--- config.mk ---
export PLATFORM = sky130hd
export DESIGN_NAME = lwp_queue
export DESIGN_NICKNAME = d
export VERILOG_FILES = /design/src/sv/lwp_pkg.sv /design/src/sv/lwp_queue.sv
export SDC_FILE = /design/constraint.sdc
export NUM_CORES = 1
export LEC_CHECK = 0
export ABC_CLOCK_PERIOD_IN_PS = 4600
export BUFFER_PORTS_ARGS = -buffer_cell sky130_fd_sc_hd__buf_2
export CAP_MARGIN = 20
export CORE_AREA = 2 2 84 86
export CTS_CLUSTER_SIZE = 12
export DETAILED_ROUTE_END_ITERATION = 10
export DIE_AREA = 0 0 86 88
export GPL_TIMING_DRIVEN = 0
export HOLD_SLACK_MARGIN = 0.12
export PLACE_DENSITY = 0.63
export SYNTH_ARGS = -nofsm -noshare
export SYNTH_HDL_FRONTEND = slang
export SYNTH_SLANG_ARGS = --single-unit
--- constraint.sdc ---
create_clock -name i_clk -period 4.6 [get_ports i_clk]
set_clock_uncertainty 0.1 [all_clocks]
set_input_delay 0.46 -clock i_clk [delete_from_list [all_inputs] [get_ports i_clk]]
set_output_delay 0.46 -clock i_clk [all_outputs]
set_load 0.005 [all_outputs]
--- src/sv/lwp_pkg.sv ---
// Package: shared constants, types and coefficient conversion for the Lambert W approximant.
`default_nettype none

package lwp_pkg;

    // Width of the polynomial accumulators and coefficients
    localparam int ACC_W = 64;
    // Fractional bits of the stored coefficients
    localparam int COEF_FRAC = 32;
    // Entries in the queue between front and back
    localparam int QUEUE_DEPTH = 2;

    typedef logic signed [ACC_W-1:0] t_acc;

    // Control that travels alongside each item
    typedef struct packed {
        logic vld;
        logic zero;
    } t_ctl;

    localparam t_acc ACC_MAX = {1'b0, {(ACC_W-1){1'b1}}};
    localparam t_acc ACC_MIN = {1'b1, {(ACC_W-1){1'b0}}};

    // Numerator coefficients P1..P6 in Q.32
    localparam t_acc NUM_Q32 [6] = '{
        64'sd4294967296,  64'sd22115997560, 64'sd35950266305,
        64'sd19061344117, 64'sd1389790030,  -64'sd108061819
    };

    // Denominator coefficients Q0..Q4 in Q.32
    localparam t_acc DEN_Q32 [5] = '{
        64'sd4294967296,  64'sd26410964856, 64'sd55918780217,
        64'sd46816923172, 64'sd12388161160
    };

    // Convert a Q.32 coefficient to the working fraction: round half away
    // from zero on a right shift, saturate on a left shift.
    function automatic t_acc coef_conv(input t_acc c, input int frac);
        logic [ACC_W-1:0] mag;
        logic             neg;
        int               s;
        t_acc             r;
        neg = c[ACC_W-1];
        mag = neg ? (~c + 1'b1) : c;
        r   = '0;
        if (frac <= COEF_FRAC) begin
            s = COEF_FRAC - frac;
            if (s > 0) begin
                mag = (mag + (64'd1 << (s - 1))) >> s;
            end
            r = neg ? t_acc'(~mag + 1'b1) : t_acc'(mag);
        end else begin
            s = frac - COEF_FRAC;
            if (mag > (ACC_MAX >> s)) begin
                r = neg ? ACC_MIN : ACC_MAX;
            end else begin
                mag = mag << s;
                r = neg ? t_acc'(~mag + 1'b1) : t_acc'(mag);
            end
        end
        return r;
    endfunction

endpackage

`default_nettype wire

--- src/sv/lwp_queue.sv ---
// Queue: short register FIFO between the front and the back.
`default_nettype none

module lwp_queue
    import lwp_pkg::*;
#(
    parameter int W     = 33,
    parameter int DEPTH = QUEUE_DEPTH
) (
    input  wire logic         i_clk,
    input  wire logic         i_rst_n,
    input  wire logic         i_push,
    input  wire logic [W-1:0] i_data,
    output logic              o_full,
    input  wire logic         i_pop,
    output logic              o_vld,
    output logic [W-1:0]      o_data
);

    localparam int PW = (DEPTH > 1) ? $clog2(DEPTH) : 1;
    localparam int CW = $clog2(DEPTH + 1);

    logic [W-1:0]  r_mem [DEPTH];
    logic [PW-1:0] r_wp;
    logic [PW-1:0] r_rp;
    logic [CW-1:0] r_cnt;

    assign o_full = (r_cnt == CW'(DEPTH));
    assign o_vld  = (r_cnt != '0);
    assign o_data = r_mem[r_rp];

    // Advance pointers and count
    always_ff @(posedge i_clk) begin
        if (!i_rst_n) begin
            r_wp  <= '0;
            r_rp  <= '0;
            r_cnt <= '0;
        end else begin
            if (i_push) begin
                r_wp <= (r_wp == PW'(DEPTH - 1)) ? '0 : r_wp + 1'b1;
            end
            if (i_pop) begin
                r_rp <= (r_rp == PW'(DEPTH - 1)) ? '0 : r_rp + 1'b1;
            end
            if (i_push && !i_pop) begin
                r_cnt <= r_cnt + 1'b1;
            end else if (!i_push && i_pop) begin
                r_cnt <= r_cnt - 1'b1;
            end
        end
    end

    // Store the pushed beat
    always_ff @(posedge i_clk) begin
        if (i_push) begin
            r_mem[r_wp] <= i_data;
        end
    end

    a_cnt_range: assert property (@(posedge i_clk) disable iff (!i_rst_n)
        r_cnt <= CW'(DEPTH))
        else $error("queue count beyond depth");

    a_no_overfill: assert property (@(posedge i_clk) disable iff (!i_rst_n)
        i_push |-> !o_full)
        else $error("push into full queue");

    a_no_underrun: assert property (@(posedge i_clk) disable iff (!i_rst_n)
        i_pop |-> o_vld)
        else $error("pop from empty queue");

    a_cnt_grow: assert property (@(posedge i_clk) disable iff (!i_rst_n)
        (i_push && !i_pop) |=> (r_cnt == $past(r_cnt) + 1'b1))
        else $error("queue count did not follow push");

endmodule

`default_nettype wire

==> results of run 1 <==
[state kept, by name (all words and copies together), names as in the netlist, named ones only]
name,flops
r_wp,1
r_rp,1
r_cnt,2
r_mem,66
[power groups by stage]
| stage | Sequential (mW) | Combinational (mW) | Clock [mW] |
|---|---|---|---|
| finish | 0.754 | 0.143 | 0.525 |
| global route | 0.756 | 0.157 | 0.565 |
| CTS | 0.754 | 0.147 | 0.540 |
| detailed placement | 0.769 | 0.146 | 0 |
| global placement | 0.768 | 0.138 | 0 |
| floorplan | 0.766 | 0.0768 | 0 |
[kinds of logic after synthesis]
group                      after synthesis  synth area share (%)
DFF                                     71                 80.00
muxes                                   33                 14.28
and+or+nand+nor                          9                 2.260
buffers and inverters                    5                 1.202
AOI/OAI and AO/OA                        3                0.7693
xor gates and xnor gates                 3                 1.010
adders and majority gates                1                0.4807
[stage by stage]
| stage | setup slack, ns | hold slack [ns] | std cells | instance area, µm² | utilization [%] |
|---|---|---|---|---|---|
| after floorplan | 2.090 | 0.3612 | 125 | 2603 | - |
| after global placement | 1.033 | 0.3828 | 276 | 3058 | 46.03 |
| after detailed placement | 2.776 | 0.4028 | 277 | 3094 | 46.57 |
| after CTS | 2.494 | 0.1866 | 293 | 3306 | 49.76 |
| after global routing | 2.456 | 0.1907 | 293 | 3306 | 49.76 |
| final | 2.543 | 0.2090 | 293 | 3306 | 49.76 |
[path summary, 6_finish.rpt]
kind         startpoint  cells after the start  slack, ns          end
min reg2reg    r_cnt[1]                      2       0.42     r_cnt[1]
max            register                      4       2.54   o_data[23]
min           i_data[5]                      1       0.21  r_mem[1][5]
max reg2reg        r_wp                      1       3.00  r_mem[1][0]
[worst max-delay path: stages, from the launching register on]
cell	delay, ns
dfxtp_1	0.31
buf_2	0.16
buf_4	0.21
mux2_2	0.36
buf_2	0.13
[cell type report]
cell class,instances,area [µm²]
tap,80,100.1
buffer,4,27.53
sequential,71,2082
inverter,1,3.754
fill,579,3338
timing repair buffer,72,382.9
clock buffer,9,123.9
multi-input combinational,49,498.0
clock inverter,7,87.58
[cell usage after synthesis, drive strengths merged]
cell type / count
dfxtp: 5
and2b: 1
mux2: 33
xor2: 2
o21ai: 1
edfxtp: 66
a21boi: 1
xnor2: 1
or3: 1
nor2b: 2
buf: 4
o21a: 1
or2: 1
and2: 4
ha: 1
inv: 1
[metal layers]
metal / up-vias / part of all wire (%) / wire length, µm / global-route usage, %
met5: - / 0 / 0 / 0
met4: 0 / 2.7 / 120 / 9.091
met3: 11 / 4.4 / 199 / 3.110
met2: 38 / 51 / 2303 / 20.16
met1: 670 / 42 / 1889 / 13.63
li1: 652 / - / - / -
==> results.json, run 1 <==
{
  "rows": 30,
  "dpl.hpwl_um": 2940,
  "path_clk_slew_ns": 0.08,
  "synth_top_area_share_pct": 76.15,
  "die_h_um": 88,
  "layout_common_cells": "buf_2, edfxtp_1, mux2_2, clkbuf_8, dfxtp_1",
  "grt_pass1_vias": 1349,
  "p_per_area_nw_per_um2": 430.1,
  "grt_pass1_wl_um": 6596,
  "layout-drive-gt1-share_pct": 59.62,
  "initial_core_util_pct": 39.17,
  "cts_buffers": 9,
  "die_w_um": 86,
  "leakagePower_nw": 1.264,
  "synthesis.nets": 163,
  "dr.pass1.iters": 4,
  "outcome": "finished, final reports clean",
  "synth_cells": 125,
  "crit_type": "reg -> out",
  "gr-usage-all-layers_pct": 12.19,
  "vdd_drop_max_uv": 162.3,
  "port_buffers": 71,
  "drtIter0Drc": 40,
  "core_area_um2": 6644,
  "ys_warn_count": 0,
  "io-pin-count": 72,
  "post_cts_buffers": 0,
  "antenna_found_initial": 0,
  "end_kind": "output port",
  "cts_max_level": 3,
  "slew_headroom_pct": 43.58,
  "start_kind": "register",
  "ctsResizeCount": 0,
  "required_ns": 4.04,
  "maxCapViolCount": 0,
  "setup_violations": 0,
  "worstPathMaxFanout": 10,
  "routed_wirelength_um": 4512,
  "yosysSeqAreaShare_pct": 80.00,
  "n_antenna_cell": 0,
  "grt.overflow.total": 0,
  "grt_max_degree": 34,
  "total_power_mw": 1.422,
  "period_share_pct": 44.72,
  "hold_viol": 0,
  "drtAntennaViolNets": 0,
  "nNetsFinal": 246,
  "p_sw_mw": 0.2985,
  "max_freq_mhz": 486.1,
  "ys_ff_latch": 71,
  "cts_tree": "yes",
  "synth_top_cell_by_area": "edfxtp_1",
  "p_int_mw": 1.123,
  "synth_area_um2": 2602,
  "clock_path_buffers": 2,
  "ctsRootBufferMaster": "clkbuf_8",
  "postSynthAreaPerCell_um2": 20.82,
  "final_common_cell": "buf_2",
  "sequentialPowerShare_pct": 53.0,
  "cts_sinks": 71,
  "cts_hold_buf": 0,
  "drv_slew": 0,
  "via_per_inst": 4.679,
  "worstPathArrival_ns": 1.50,
  "die_area_um2": 7568,
  "swShare_pct": 21.00,
  "rsz0062_at_grt": "no",
  "fin_crit_ns": 2.057,
  "tightest_slew_ns": 0.8463,
  "synth.distinct_cells": 17,
  "setup_tns_ns": 0,
  "area_growth_pct": 27.02,
  "vias": 1371,
  "combPwrFrac_pct": 10.0,
  "pwr-share-clk_pct": 36.9,
  "routabilityCongestion": 0.6463,
  "drc": 0,
  "worst_hold_path_type": "in -> reg",
  "clock_latency_ns": 0.33,
  "avgRoutedWirePerCell_um": 15.40,
  "synth_area_leaders": "edfxtp_1, mux2_2, dfxtp_1"
}
Note: power is estimated with default switching activity, not from simulation.
==> run 2: changes to the inputs <==
Settings changed: ABC_CLOCK_PERIOD_IN_PS 4600 to 2000.
Clock period 4.6 ns to 2 ns, I/O delays scaled along.
==> results.json, run 2 (synthesis gave the netlist of run 1 again) <==
{
  "outcome": "finished, final reports clean",
  "rsz0062_at_grt": "no",
  "routabilityCongestion": 0.6829,
  "timing.rr.end": "r_wp",
  "cts_sinks": 71,
  "drc": 0,
  "nNetsFinal": 282,
  "period_share_pct": 94.73,
  "required_ns": 2.18,
  "avgRoutedWirePerCell_um": 14.07,
  "setup_tns_ns": 0,
  "crit_path_start": "r_wp",
  "n_antenna_cell": 0,
  "routed_wirelength_um": 4629,
  "total_power_mw": 3.442,
  "clock_path_buffers": 2,
  "end_kind": "register",
  "maxCapViolCount": 0,
  "grt_max_degree": 34,
  "drtAntennaViolNets": 0,
  "drtIter0Drc": 50,
  "max_freq_mhz": 527.8,
  "tightest_slew_ns": 0.8187,
  "cts_max_level": 3,
  "post_cts_buffers": 0,
  "crit_path_end": "r_wp",
  "via_per_inst": 4.523,
  "ff2ff_setup_slack_ns": 0.11,
  "die_area_um2": 7568,
  "final_common_cell": "buf_2",
  "worst_hold_path_type": "in -> reg",
  "largest_reg_flops": 66,
  "core_area_um2": 6644,
  "io-pin-count": 72,
  "min_path_cells": 4,
  "layout_setup_ws_ns": 0.1053,
  "wl_met3_um": 198,
  "top_register": "r_mem",
  "ctsRootBufferMaster": "clkbuf_8",
  "grt.overflow.total": 0,
  "worstRegToRegCells": 4,
  "worstPathMaxFanout": 19,
  "layout-drive-gt1-share_pct": 51.41,
  "hold_ws_ns": 0.2725,
  "rows": 30,
  "dpl.hpwl_um": 2774,
  "hold_viol": 0,
  "die_h_um": 88,
  "layout_common_cells": "buf_2, edfxtp_1, dlygate4sd3_1, mux2_2, clkbuf_8",
  "clock_latency_ns": 0.33,
  "grt_pass1_vias": 1553,
  "dr.pass1.iters": 4,
  "worstReg2RegStart": "r_wp",
  "largest_registers": "r_mem (66), r_cnt (2)",
  "ctsResizeCount": 0,
  "final_core_util_pct": 55.54,
  "path_clk_slew_ns": 0.07,
  "top_layer": "met4",
  "cts_buffers": 9,
  "vias": 1488,
  "met2_length_um": 2527,
  "crit_type": "reg -> reg",
  "min_from": "i_push",
  "setup_violations": 0,
  "cts_hold_buf": 36,
  "leakagePower_nw": 1.432,
  "die_w_um": 86,
  "fin_crit_ns": 1.895,
  "grt_pass1_wl_um": 7189,
  "drv_slew": 0,
  "start_kind": "register",
  "port_buffers": 71,
  "worstPathArrival_ns": 2.07,
  "area_growth_pct": 41.78,
  "antenna_found_initial": 0,
  "cts_tree": "yes",
  "gr-usage-all-layers_pct": 13.12,
  "p_per_area_nw_per_um2": 933.0,
  "pre_cts_ws_ns": 0.3791,
  "initial_core_util_pct": 39.17,
  "wl_met1_um": 1847,
  "vdd_drop_max_uv": 583.6,
  "slew_headroom_pct": 45.42,
  "fill_cells": 547
}
[run 2: worst min-delay path by stage]
stage	to	slack, ns
final	r_cnt[1]	0.27
after global routing	r_mem[0][13]	0.28
after CTS	r_cnt[1]	0.26
after detailed placement	r_mem[0][1]	0.29
after global placement	r_mem[0][25]	0.29
after floorplan	r_mem[0][0]	0.20
[run 2: stage by stage]
step | cells | cell area [µm²]
after floorplan | 125 | 2605
after global placement | 276 | 3060
after detailed placement | 277 | 3094
after CTS | 329 | 3690
after global routing | 329 | 3690
final | 329 | 3690
[run 2: metal layers]
layer,vias up,GRT usage (%)
li1,719,-
met1,726,14.22
met2,36,22.62
met3,7,4.995
met4,0,6.494
met5,-,0
[run 2: critical path, cell delays in order (launching register included)]
cell	delay, ns
dfxtp_1	0.34
nor2b_4	0.47
buf_16	0.23
o21a_1	0.14
dlygate4sd3_1	0.55
[run 2: area by class of cell]
| cell class | count | area [µm²] | area share (%) |
|---|---|---|---|
| multi-input combinational | 49 | 498.0 | 13.50 |
| clock buffer | 9 | 123.9 | 3.357 |
| buffer | 4 | 27.53 | 0.7460 |
| tap | 80 | 100.1 | 2.713 |
| inverter | 1 | 3.754 | 0.1017 |
| timing repair buffer | 108 | 743.2 | 20.14 |
| clock inverter | 7 | 111.4 | 3.018 |
| sequential | 71 | 2082 | 56.43 |
[run 2: power breakdown]
group	internal (mW)	leakage [nW]	switching [mW]
Combinational	0.227	0.655	0.156
Sequential	1.71	0.661	0.0219
Clock	0.819	0.117	0.507
Total	2.76	1.43	0.685
