### src/sv/lwp_pkg.sv
// Package: shared constants, types and coefficient conversion for the Lambert W approximant.
`default_nettype none

package lwp_pkg;

    // Width of the polynomial accumulators and coefficients
    localparam int ACC_W = 64;
    // Fractional bits of the stored coefficients
    localparam int COEF_FRAC = 32;
    // Entries in the queue between front and back
    localparam int QUEUE_DEPTH = 2;

    typedef logic signed [ACC_W-1:0] t_acc;

    // Control that travels alongside each item
    typedef struct packed {
        logic vld;
        logic zero;
    } t_ctl;

    localparam t_acc ACC_MAX = {1'b0, {(ACC_W-1){1'b1}}};
    localparam t_acc ACC_MIN = {1'b1, {(ACC_W-1){1'b0}}};

    // Numerator coefficients P1..P6 in Q.32
    localparam t_acc NUM_Q32 [6] = '{
        64'sd4294967296,  64'sd22115997560, 64'sd35950266305,
        64'sd19061344117, 64'sd1389790030,  -64'sd108061819
    };

    // Denominator coefficients Q0..Q4 in Q.32
    localparam t_acc DEN_Q32 [5] = '{
        64'sd4294967296,  64'sd26410964856, 64'sd55918780217,
        64'sd46816923172, 64'sd12388161160
    };

    // Convert a Q.32 coefficient to the working fraction: round half away
    // from zero on a right shift, saturate on a left shift.
    function automatic t_acc coef_conv(input t_acc c, input int frac);
        logic [ACC_W-1:0] mag;
        logic             neg;
        int               s;
        t_acc             r;
        neg = c[ACC_W-1];
        mag = neg ? (~c + 1'b1) : c;
        r   = '0;
        if (frac <= COEF_FRAC) begin
            s = COEF_FRAC - frac;
            if (s > 0) begin
                mag = (mag + (64'd1 << (s - 1))) >> s;
            end
            r = neg ? t_acc'(~mag + 1'b1) : t_acc'(mag);
        end else begin
            s = frac - COEF_FRAC;
            if (mag > (ACC_MAX >> s)) begin
                r = neg ? ACC_MIN : ACC_MAX;
            end else begin
                mag = mag << s;
                r = neg ? t_acc'(~mag + 1'b1) : t_acc'(mag);
            end
        end
        return r;
    endfunction

endpackage

`default_nettype wire

### src/sv/lwp_if.sv
// Interfaces: argument stream in and result stream out, valid/ready handshake.
`default_nettype none

interface lwp_in_if #(
    parameter int DW = 32
);
    logic                 valid;
    logic                 ready;
    logic signed [DW-1:0] x_in;

    modport source (output valid, output x_in, input ready);
    modport sink   (input valid, input x_in, output ready);
endinterface


`default_nettype wire

### src/sv/lwp_front.sv
// Front: accept arguments, flag a zero argument, hand items to the queue.
`default_nettype none

module lwp_front
    import lwp_pkg::*;
#(
    parameter int DW = 32
) (
    input  wire logic    i_clk,
    input  wire logic    i_rst_n,
    lwp_in_if.sink       i_in,
    input  wire logic    i_full,
    output logic         o_push,
    output logic [DW:0]  o_data
);

    logic                 r_vld;
    logic signed [DW-1:0] r_x;
    logic                 r_zero;

    // Take a new beat whenever the held one leaves or none is held
    assign i_in.ready = !r_vld || !i_full;
    assign o_push     = r_vld && !i_full;
    assign o_data     = {r_zero, r_x};

    always_ff @(posedge i_clk) begin
        if (!i_rst_n) begin
            r_vld <= 1'b0;
        end else if (i_in.ready) begin
            r_vld <= i_in.valid;
        end
    end

    // Hold argument and its class
    always_ff @(posedge i_clk) begin
        if (i_in.valid && i_in.ready) begin
            r_x    <= i_in.x_in;
            r_zero <= (i_in.x_in == '0);
        end
    end

endmodule

`default_nettype wire

### src/flat_wrapper.sv
// flat-port wrapper written by rule: the top's interface ports become plain ports
module lwp_front_flat import lwp_pkg::*;
#(
    parameter int DW = 32
)
  (i_clk, i_rst_n, i_full, o_push, o_data, i_in_valid, i_in_x_in, i_in_ready);
  lwp_in_if #(.DW(DW)) i_in_i ();
  input  wire logic i_clk;
  input  wire logic i_rst_n;
  input  wire logic i_full;
  output logic o_push;
  output logic [DW:0] o_data;
  input wire logic [$bits(i_in_i.valid)-1:0] i_in_valid;
  input wire logic [$bits(i_in_i.x_in)-1:0] i_in_x_in;
  output wire logic [$bits(i_in_i.ready)-1:0] i_in_ready;
  assign i_in_i.valid = i_in_valid;
  assign i_in_i.x_in = i_in_x_in;
  assign i_in_ready = i_in_i.ready;
  lwp_front #(.DW(DW)) u_core (.i_clk(i_clk), .i_rst_n(i_rst_n), .i_in(i_in_i), .i_full(i_full), .o_push(o_push), .o_data(o_data));
endmodule
### config.mk
export PLATFORM = sky130hd
export DESIGN_NAME = lwp_front_flat
export DESIGN_NICKNAME = d
export VERILOG_FILES = /design/src/sv/lwp_pkg.sv /design/src/sv/lwp_if.sv /design/src/sv/lwp_front.sv /design/src/flat_wrapper.sv
export SDC_FILE = /design/constraint.sdc
export NUM_CORES = 1
export LEC_CHECK = 0
export BUFFER_PORTS_ARGS = -buffer_cell sky130_fd_sc_hd__buf_2
export CORE_MARGIN = 3
export CORE_UTILIZATION = 39
export CTS_BUF_LIST = sky130_fd_sc_hd__clkbuf_4
export DETAILED_ROUTE_END_ITERATION = 7
export PLACE_DENSITY = 0.84
export SLEW_MARGIN = 20
export SYNTH_ARGS = -nofsm -noshare
export SYNTH_HDL_FRONTEND = slang
export SYNTH_SLANG_ARGS = --single-unit
### constraint.sdc
create_clock -name i_clk -period 1.8 [get_ports i_clk]
set_input_delay 0.54 -clock i_clk [delete_from_list [all_inputs] [get_ports i_clk]]
set_output_delay 0.54 -clock i_clk [all_outputs]
set_load 0.05 [all_outputs]
==> out/summary.txt, run 1 <==
Yosys cell types -> 11
First-pass GRT wire length -> 3390 um
Max_cap viols -> 0
Core region area -> 2590 um2
Via count -> 752
Critical path buffers and inverters -> 1
Port buffer count -> 70
Post-DP HPWL -> 1770 um
Max IR drop VDD -> 716 uV
Unrepaired setup endpoints after global routing -> no
Comb pwr share -> 0.170
Clock transition at the registers of the reported paths -> 0.10 ns
Area Growth Syn to Fin -> 39.6%
Leak -> 0.657 nW
Dominant cell type by area after synthesis -> edfxtp_1
Clock Sink Count -> 34
Tot GR Track Use -> 0.136
Most used flip-flop cell after synthesis -> edfxtp_1
Height of the die -> 59.6 um
Clock group share of total power -> 0.259
CTS tree -> yes
Synthesized area -> 1120 um2
Status -> finished clean
Yosys reg bits -> 34
Critical path class -> flop to output pin
Chip Width -> 59.6 um
Share of layout cells above drive strength 1 -> 0.625
Gate Count Post-Synth -> 51
CP startpoint -> u_core.r_vld
Final #Nets -> 163
Slew HR -> 0.718
Syn avg cell area -> 21.9 um2
Worst EP required -> 1.26 ns
Max-slew violation count -> 0
Area contributors post-synth -> edfxtp_1 (89%), nor4_1 (3.9%), dfxtp_1 (1.8%)
Setup Buffers After CTS -> 0
H-tree levels -> 2
Critical path, cell by cell -> nor2b_1 > buf_2
Die area -> 3550 um2
Routed wire length -> 2340 um
Pwr dens -> 1050 nW/um2
FMAX -> 622 MHz
Slew @ Worst Pin -> 0.424 ns
CP Launch Type -> flop
IO Pins -> 71
TritonCTS buffer count -> 5
Reg2reg path depth -> 2
Worst R2R End -> u_core.r_x[21]
Gr ovfl total -> 0
Post-route clock period utilization -> 0.893
Sw frac -> 0.274
Post-synth top area share -> 0.886
Gpl congestion -> 0.736
Clk_skew -> 0.00469 ns
Met1 wire length -> 835 um
Worst r2r src -> u_core.r_vld
Initial core utilization -> 0.432
Sw Pwr -> 448 uW
EDFF count, synth -> 33
Drt via density -> 4.76
CP peak stage delay -> 0.36 ns
Syn_nets -> 87
Clock Tree Root -> clkbuf_4
Register area share after synthesis -> 0.904
Int Pwr -> 1.18 mW
Met3 routed wirelength -> 193 um
TritonRoute pass-1 iters -> 4
Wire per inst -> 14.8 um
Setup TNS -> 0 ns
HP Class -> input pin to flop
Initial antenna violation count -> 0
Sequential power share -> 0.571
Crit Path Max Fanout -> 3
Clk_lat worst skew -> 0.32 ns
Initial drt markers -> 24
Setup crit end kind -> output pin
Uppermost layer routed -> met4
Vias in the first global route -> 727
Met2 wire length -> 1290 um
Row count -> 18
Pin count of the biggest net entering global routing -> 34
Crit path max-delay family -> flip-flops
Arrival @ worst endpoint -> 1.07 ns
Fin crit period -> 1.61 ns
DRT antenna net count -> 0
Crit path capture -> o_push
Critical-path top delay cell -> dfxtp_1
ANT cells -> 0
Stages on worst setup path -> 2
Final core utilization -> 0.603
Synth async-reset ratio -> 0
Fillcell total -> 196
Residual DRC -> 0
Count leader, synth -> edfxtp_1
Synth cell count leaders -> edfxtp_1 (33), nor4_1 (7), nand4_1 (2), nor2b_1 (2)
Post-cts sizing count -> 0
R2r setup slk -> 0.62 ns
CTS Buffer Depth -> 2
Final Hold Viols -> 0
Overall power -> 1.63 mW
Synthesis Warnings -> 0
CTS Hold Bufs -> 0
Final setup viols -> 0
Worst Min Path Start -> i_in_x_in[2]
==> cells by family after synthesis <==
kind of cell / Yosys count / synth area share
buffers and inverters: 1 / 0.00671
DFF: 34 / 0.904
AOI/OAI and AO/OA: 1 / 0.00447
and+or+nand+nor: 15 / 0.0850
==> layer usage <==
metal | up-vias | GRT usage
met2 | 36 | 0.231
met3 | 4 | 0.0654
met5 | - | 0
met1 | 346 | 0.140
met4 | 0 | 0.0665
li1 | 366 | -
==> worst min path at each step <==
stage	end	cells after the start
global route	u_core.r_x[14]	1
finish	u_core.r_x[2]	1
global placement	u_core.r_vld	2
CTS	u_core.r_x[2]	1
floorplan	u_core.r_vld	2
detailed placement	u_core.r_vld	2
==> worst reg2reg max path: stages (launching register included) <==
cell and delay (ns):
dfxtp_1 0.33, nand2_1 0.07, and2_4 0.42
==> through the flow <==
step	instance area [um2]	hold slack [ns]	setup slack (ns)	cells
floorplan	1120	0.487	0.0309	51
global placement	1500	0.503	0.253	150
detailed placement	1500	0.528	0.249	150
CTS	1560	0.383	0.171	158
global route	1560	0.372	0.112	158
finish	1560	0.400	0.193	158
==> sequential cells by signal (all words and copies together) (netlist names) <==
name and flops:
u_core.r_vld 1, u_core.r_x 32, u_core.r_zero 1
==> power groups by stage <==
stage | combinational [mW] | sequential (mW) | clock (mW)
floorplan | 0.0350 | 1.10 | 0
global route | 0.290 | 0.937 | 0.479
global placement | 0.274 | 0.948 | 0
finish | 0.277 | 0.932 | 0.423
CTS | 0.279 | 0.933 | 0.436
detailed placement | 0.278 | 0.951 | 0
==> layout by cell type, fill, tap and decap left out, drive strengths merged <==
cell	count
nand4	2
and2	1
buf	70
nand2	1
nor2	1
nor2b	2
a21oi	1
dfxtp	1
edfxtp	33
clkbuf	8
nor4	8
==> area by class of cell <==
cell class                 instances  area, um2  area share
tap                               30       37.5      0.0240
multi-input combinational         16        103      0.0657
sequential                        34       1010       0.647
clock buffer                       8       60.1      0.0385
timing repair buffer              70        350       0.224
Note: power is estimated with default switching activity, not from simulation.
==> run 2: changes to the inputs <==
- ABC_AREA: default -> 1
- PLACE_DENSITY: 0.84 -> 0.77
==> run 2 against run 1 <==
Effect of this change: synthesized area is 3.9% higher; global-route usage shrank 0.96 points; first-iteration DRC count rose by 100%; total power down 1.2%; sequential share of layout area decreased by 2.7 points; die area increased by 3.5%; cell area grew 4.3%; clock power decreased by 7.3%; combinational power grew 4%; core utilization is 2.2 points lower; via count grew 11%; register-to-register slack better by 0.15 ns; critical path type unchanged; critical endpoint unchanged; highest routed layer unchanged.
==> out/summary.txt, run 2 <==
Worst Min Path Start -> i_in_x_in[28]
TritonRoute pass-1 iters -> 4 (unchanged)
Biggest registers after layout -> u_core.r_x x32, u_core.r_vld x1, u_core.r_zero x1
Synthesized area -> 1160 um2 (+3.9%)
Area contributors post-synth -> edfxtp_1 (85%), nor2_1 (7.1%), nand2_1 (3.6%)
Status -> finished clean
Initial core utilization -> 0.414 (-0.0175)
Final Hold Viols -> 0 (unchanged)
Gr ovfl total -> 0 (unchanged)
TritonCTS buffer count -> 5 (unchanged)
Fin crit period -> 1.66 ns (+0.0569 ns)
Worst r2r src -> u_core.r_vld
Core region area -> 2810 um2 (+8.3%)
Met3 routed wirelength -> 306 um (+59%)
Most used flip-flop cell after synthesis -> edfxtp_1
Clock transition at the registers of the reported paths -> 0.10 ns (about the same)
Setup TNS -> 0 ns (unchanged)
Max-slew violation count -> 0 (unchanged)
Worst hold slack -> 0.401 ns (+0.000610 ns)
Clock Tree Root -> clkbuf_4
Proportion of synthesized area in mux cells -> 0 (unchanged)
HP Class -> input pin to flop
Clk_lat worst skew -> 0.32 ns (about the same)
CTS tree -> yes
Vias in the first global route -> 789 (+8.5%)
Die area -> 3670 um2 (+3.5%)
Clock Sink Count -> 34 (unchanged)
Synthesis Warnings -> 0 (unchanged)
CP startpoint -> u_core.r_vld
Final setup viols -> 0 (unchanged)
H-tree levels -> 2 (unchanged)
Synth Area in XOR/XNOR -> 0 (unchanged)
Critical path class -> flop to output pin
Synth cell count leaders -> edfxtp_1 (33), nor2_1 (22), nand2_1 (11), inv_1 (2)
Residual DRC -> 0 (unchanged)
Main combinational cell family by area after synthesis -> simple AND/OR/NAND/NOR gates
Compound-gate portion of the synthesized area -> 0.0108 (+0.00629)
Share of layout cells above drive strength 1 -> 0.527 (-0.0983)
Max reg flops -> 32 (unchanged)
Yosys reg bits -> 34 (unchanged)
Post-cts sizing count -> 0 (unchanged)
Commonest non-fill, non-tap cells in the layout -> buf_2 (70), edfxtp_1 (33), nor2_1 (22)
Tot GR Track Use -> 0.127 (-0.00955)
ANT cells -> 0 (unchanged)
Dominant cell type by area after synthesis -> edfxtp_1
Yosys cell types -> 8 (-3)
Final #Nets -> 185 (+13%)
Initial drt markers -> 48 (+100%)
Height of the die -> 60.6 um (+1.7%)
Setup crit end kind -> output pin
CTS Hold Bufs -> 0 (unchanged)
Gate Count Post-Synth -> 72 (+41%)
Initial antenna violation count -> 0 (unchanged)
Pin count of the biggest net entering global routing -> 34 (unchanged)
Drt via density -> 4.63 (-2.7%)
Gpl congestion -> 0.718 (-2.5%)
Uppermost layer routed -> met4
Max_cap viols -> 0 (unchanged)
Port buffer count -> 70 (unchanged)
Worst R2R End -> u_core.r_x[24]
Row count -> 19 (+1)
Adder-cell share of the synthesized area -> 0 (unchanged)
FMAX -> 601 MHz (-3.4%)
Area Growth Syn to Fin -> 40.2%
First-pass GRT wire length -> 3310 um (-2.4%)
Post-route clock period utilization -> 0.925 (+0.0316)
Pwr dens -> 990 nW/um2 (-5.3%)
CP Launch Type -> flop
CTS Buffer Depth -> 2 (unchanged)
Synth async-reset ratio -> 0 (unchanged)
Slew HR -> 0.824 (+0.107)
Syn avg cell area -> 16.1 um2 (-26%)
Post-DP HPWL -> 1810 um (+2.6%)
Arrival @ worst endpoint -> 1.12 ns (+0.05 ns)
Synth Area in Simple Gates -> 0.107 (+0.0216)
Leak -> 0.703 nW (+6.9%)
Slew @ Worst Pin -> 0.265 ns (-0.158 ns)
Routed wire length -> 2270 um (-3.1%)
Crit path capture -> o_push
Reg2reg path depth -> 2 (unchanged)
Syn_nets -> 108 (+24%)
Crit Path Max Fanout -> 3 (unchanged)
Register area share after synthesis -> 0.870 (-0.0341)
Worst EP required -> 1.26 ns (about the same)
R2r setup slk -> 0.77 ns (+0.15 ns)
EDFF count, synth -> 33 (unchanged)
DRT antenna net count -> 0 (unchanged)
Wire per inst -> 12.6 um (-15%)
Setup Buffers After CTS -> 0 (unchanged)
Clk_skew -> 0.00572 ns (+0.00103 ns)
Max IR drop VDD -> 398 uV (-44%)
Post-synth top area share -> 0.853 (-0.0334)
IO Pins -> 71 (unchanged)
Commonest non-fill, non-tap cell in the layout -> buf_2
Unrepaired setup endpoints after global routing -> no
Chip Width -> 60.6 um (+1.7%)
Met2 wire length -> 1120 um (-13%)
Largest Register -> u_core.r_x
Via count -> 838 (+11%)
Met1 wire length -> 804 um (-3.7%)
Count leader, synth -> edfxtp_1
-- run 2: cell families after synthesis --
kind of cell | after synthesis
compound gates | 2
buf+inv | 3
simple gates | 33
flops | 34
-- run 2: routing by layer --
layer	up-vias	GRT usage
met5	-	0
met4	0	0.0743
met3	5	0.0553
met2	53	0.214
met1	373	0.130
li1	407	-
-- run 2: worst min path at each step --
| stage | depth (start not counted) | slack, ns | endpoint |
|---|---|---|---|
| after floorplan | 0 | 0.64 | u_core.r_x[0] |
| after global placement | 2 | 0.51 | u_core.r_vld |
| after detailed placement | 2 | 0.54 | u_core.r_vld |
| after CTS | 1 | 0.39 | u_core.r_x[2] |
| after global routing | 1 | 0.38 | u_core.r_x[2] |
| final | 1 | 0.40 | u_core.r_x[28] |
-- run 2: final cells by class --
class,instances,area [um2]
Clock buffer,6,45.0
Multi-Input combinational cell,35,148
Sequential cell,34,1010
Tap cell,31,38.8
Clock inverter,2,8.76
Timing Repair Buffer,71,370
Inverter,2,7.51
Fill cell,245,1180
-- run 2: power by group --
| part | total [mW] | switching (mW) | internal [mW] |
|---|---|---|---|
| combinational | 0.289 | 0.219 | 0.0696 |
| clock | 0.392 | 0.230 | 0.162 |
| sequential | 0.932 | 0.0113 | 0.921 |
-- run 2: critical path: stages, from the launching register on --
cell and delay, ns:
dfxtp_1 0.41, inv_1 0.05, nor2_1 0.08, buf_2 0.26
-- run 2: metrics by stage --
stage	utilization	cell area [um2]	setup slack, ns	power, mW	cells
detailed placement	0.562	1580	0.234	1.24	173
finish	0.581	1630	0.136	1.61	181
CTS	0.581	1630	0.116	1.63	181
global placement	0.562	1580	0.243	1.24	173
global route	0.581	1630	0.0585	1.68	181
floorplan	-	1170	0.0665	1.14	72
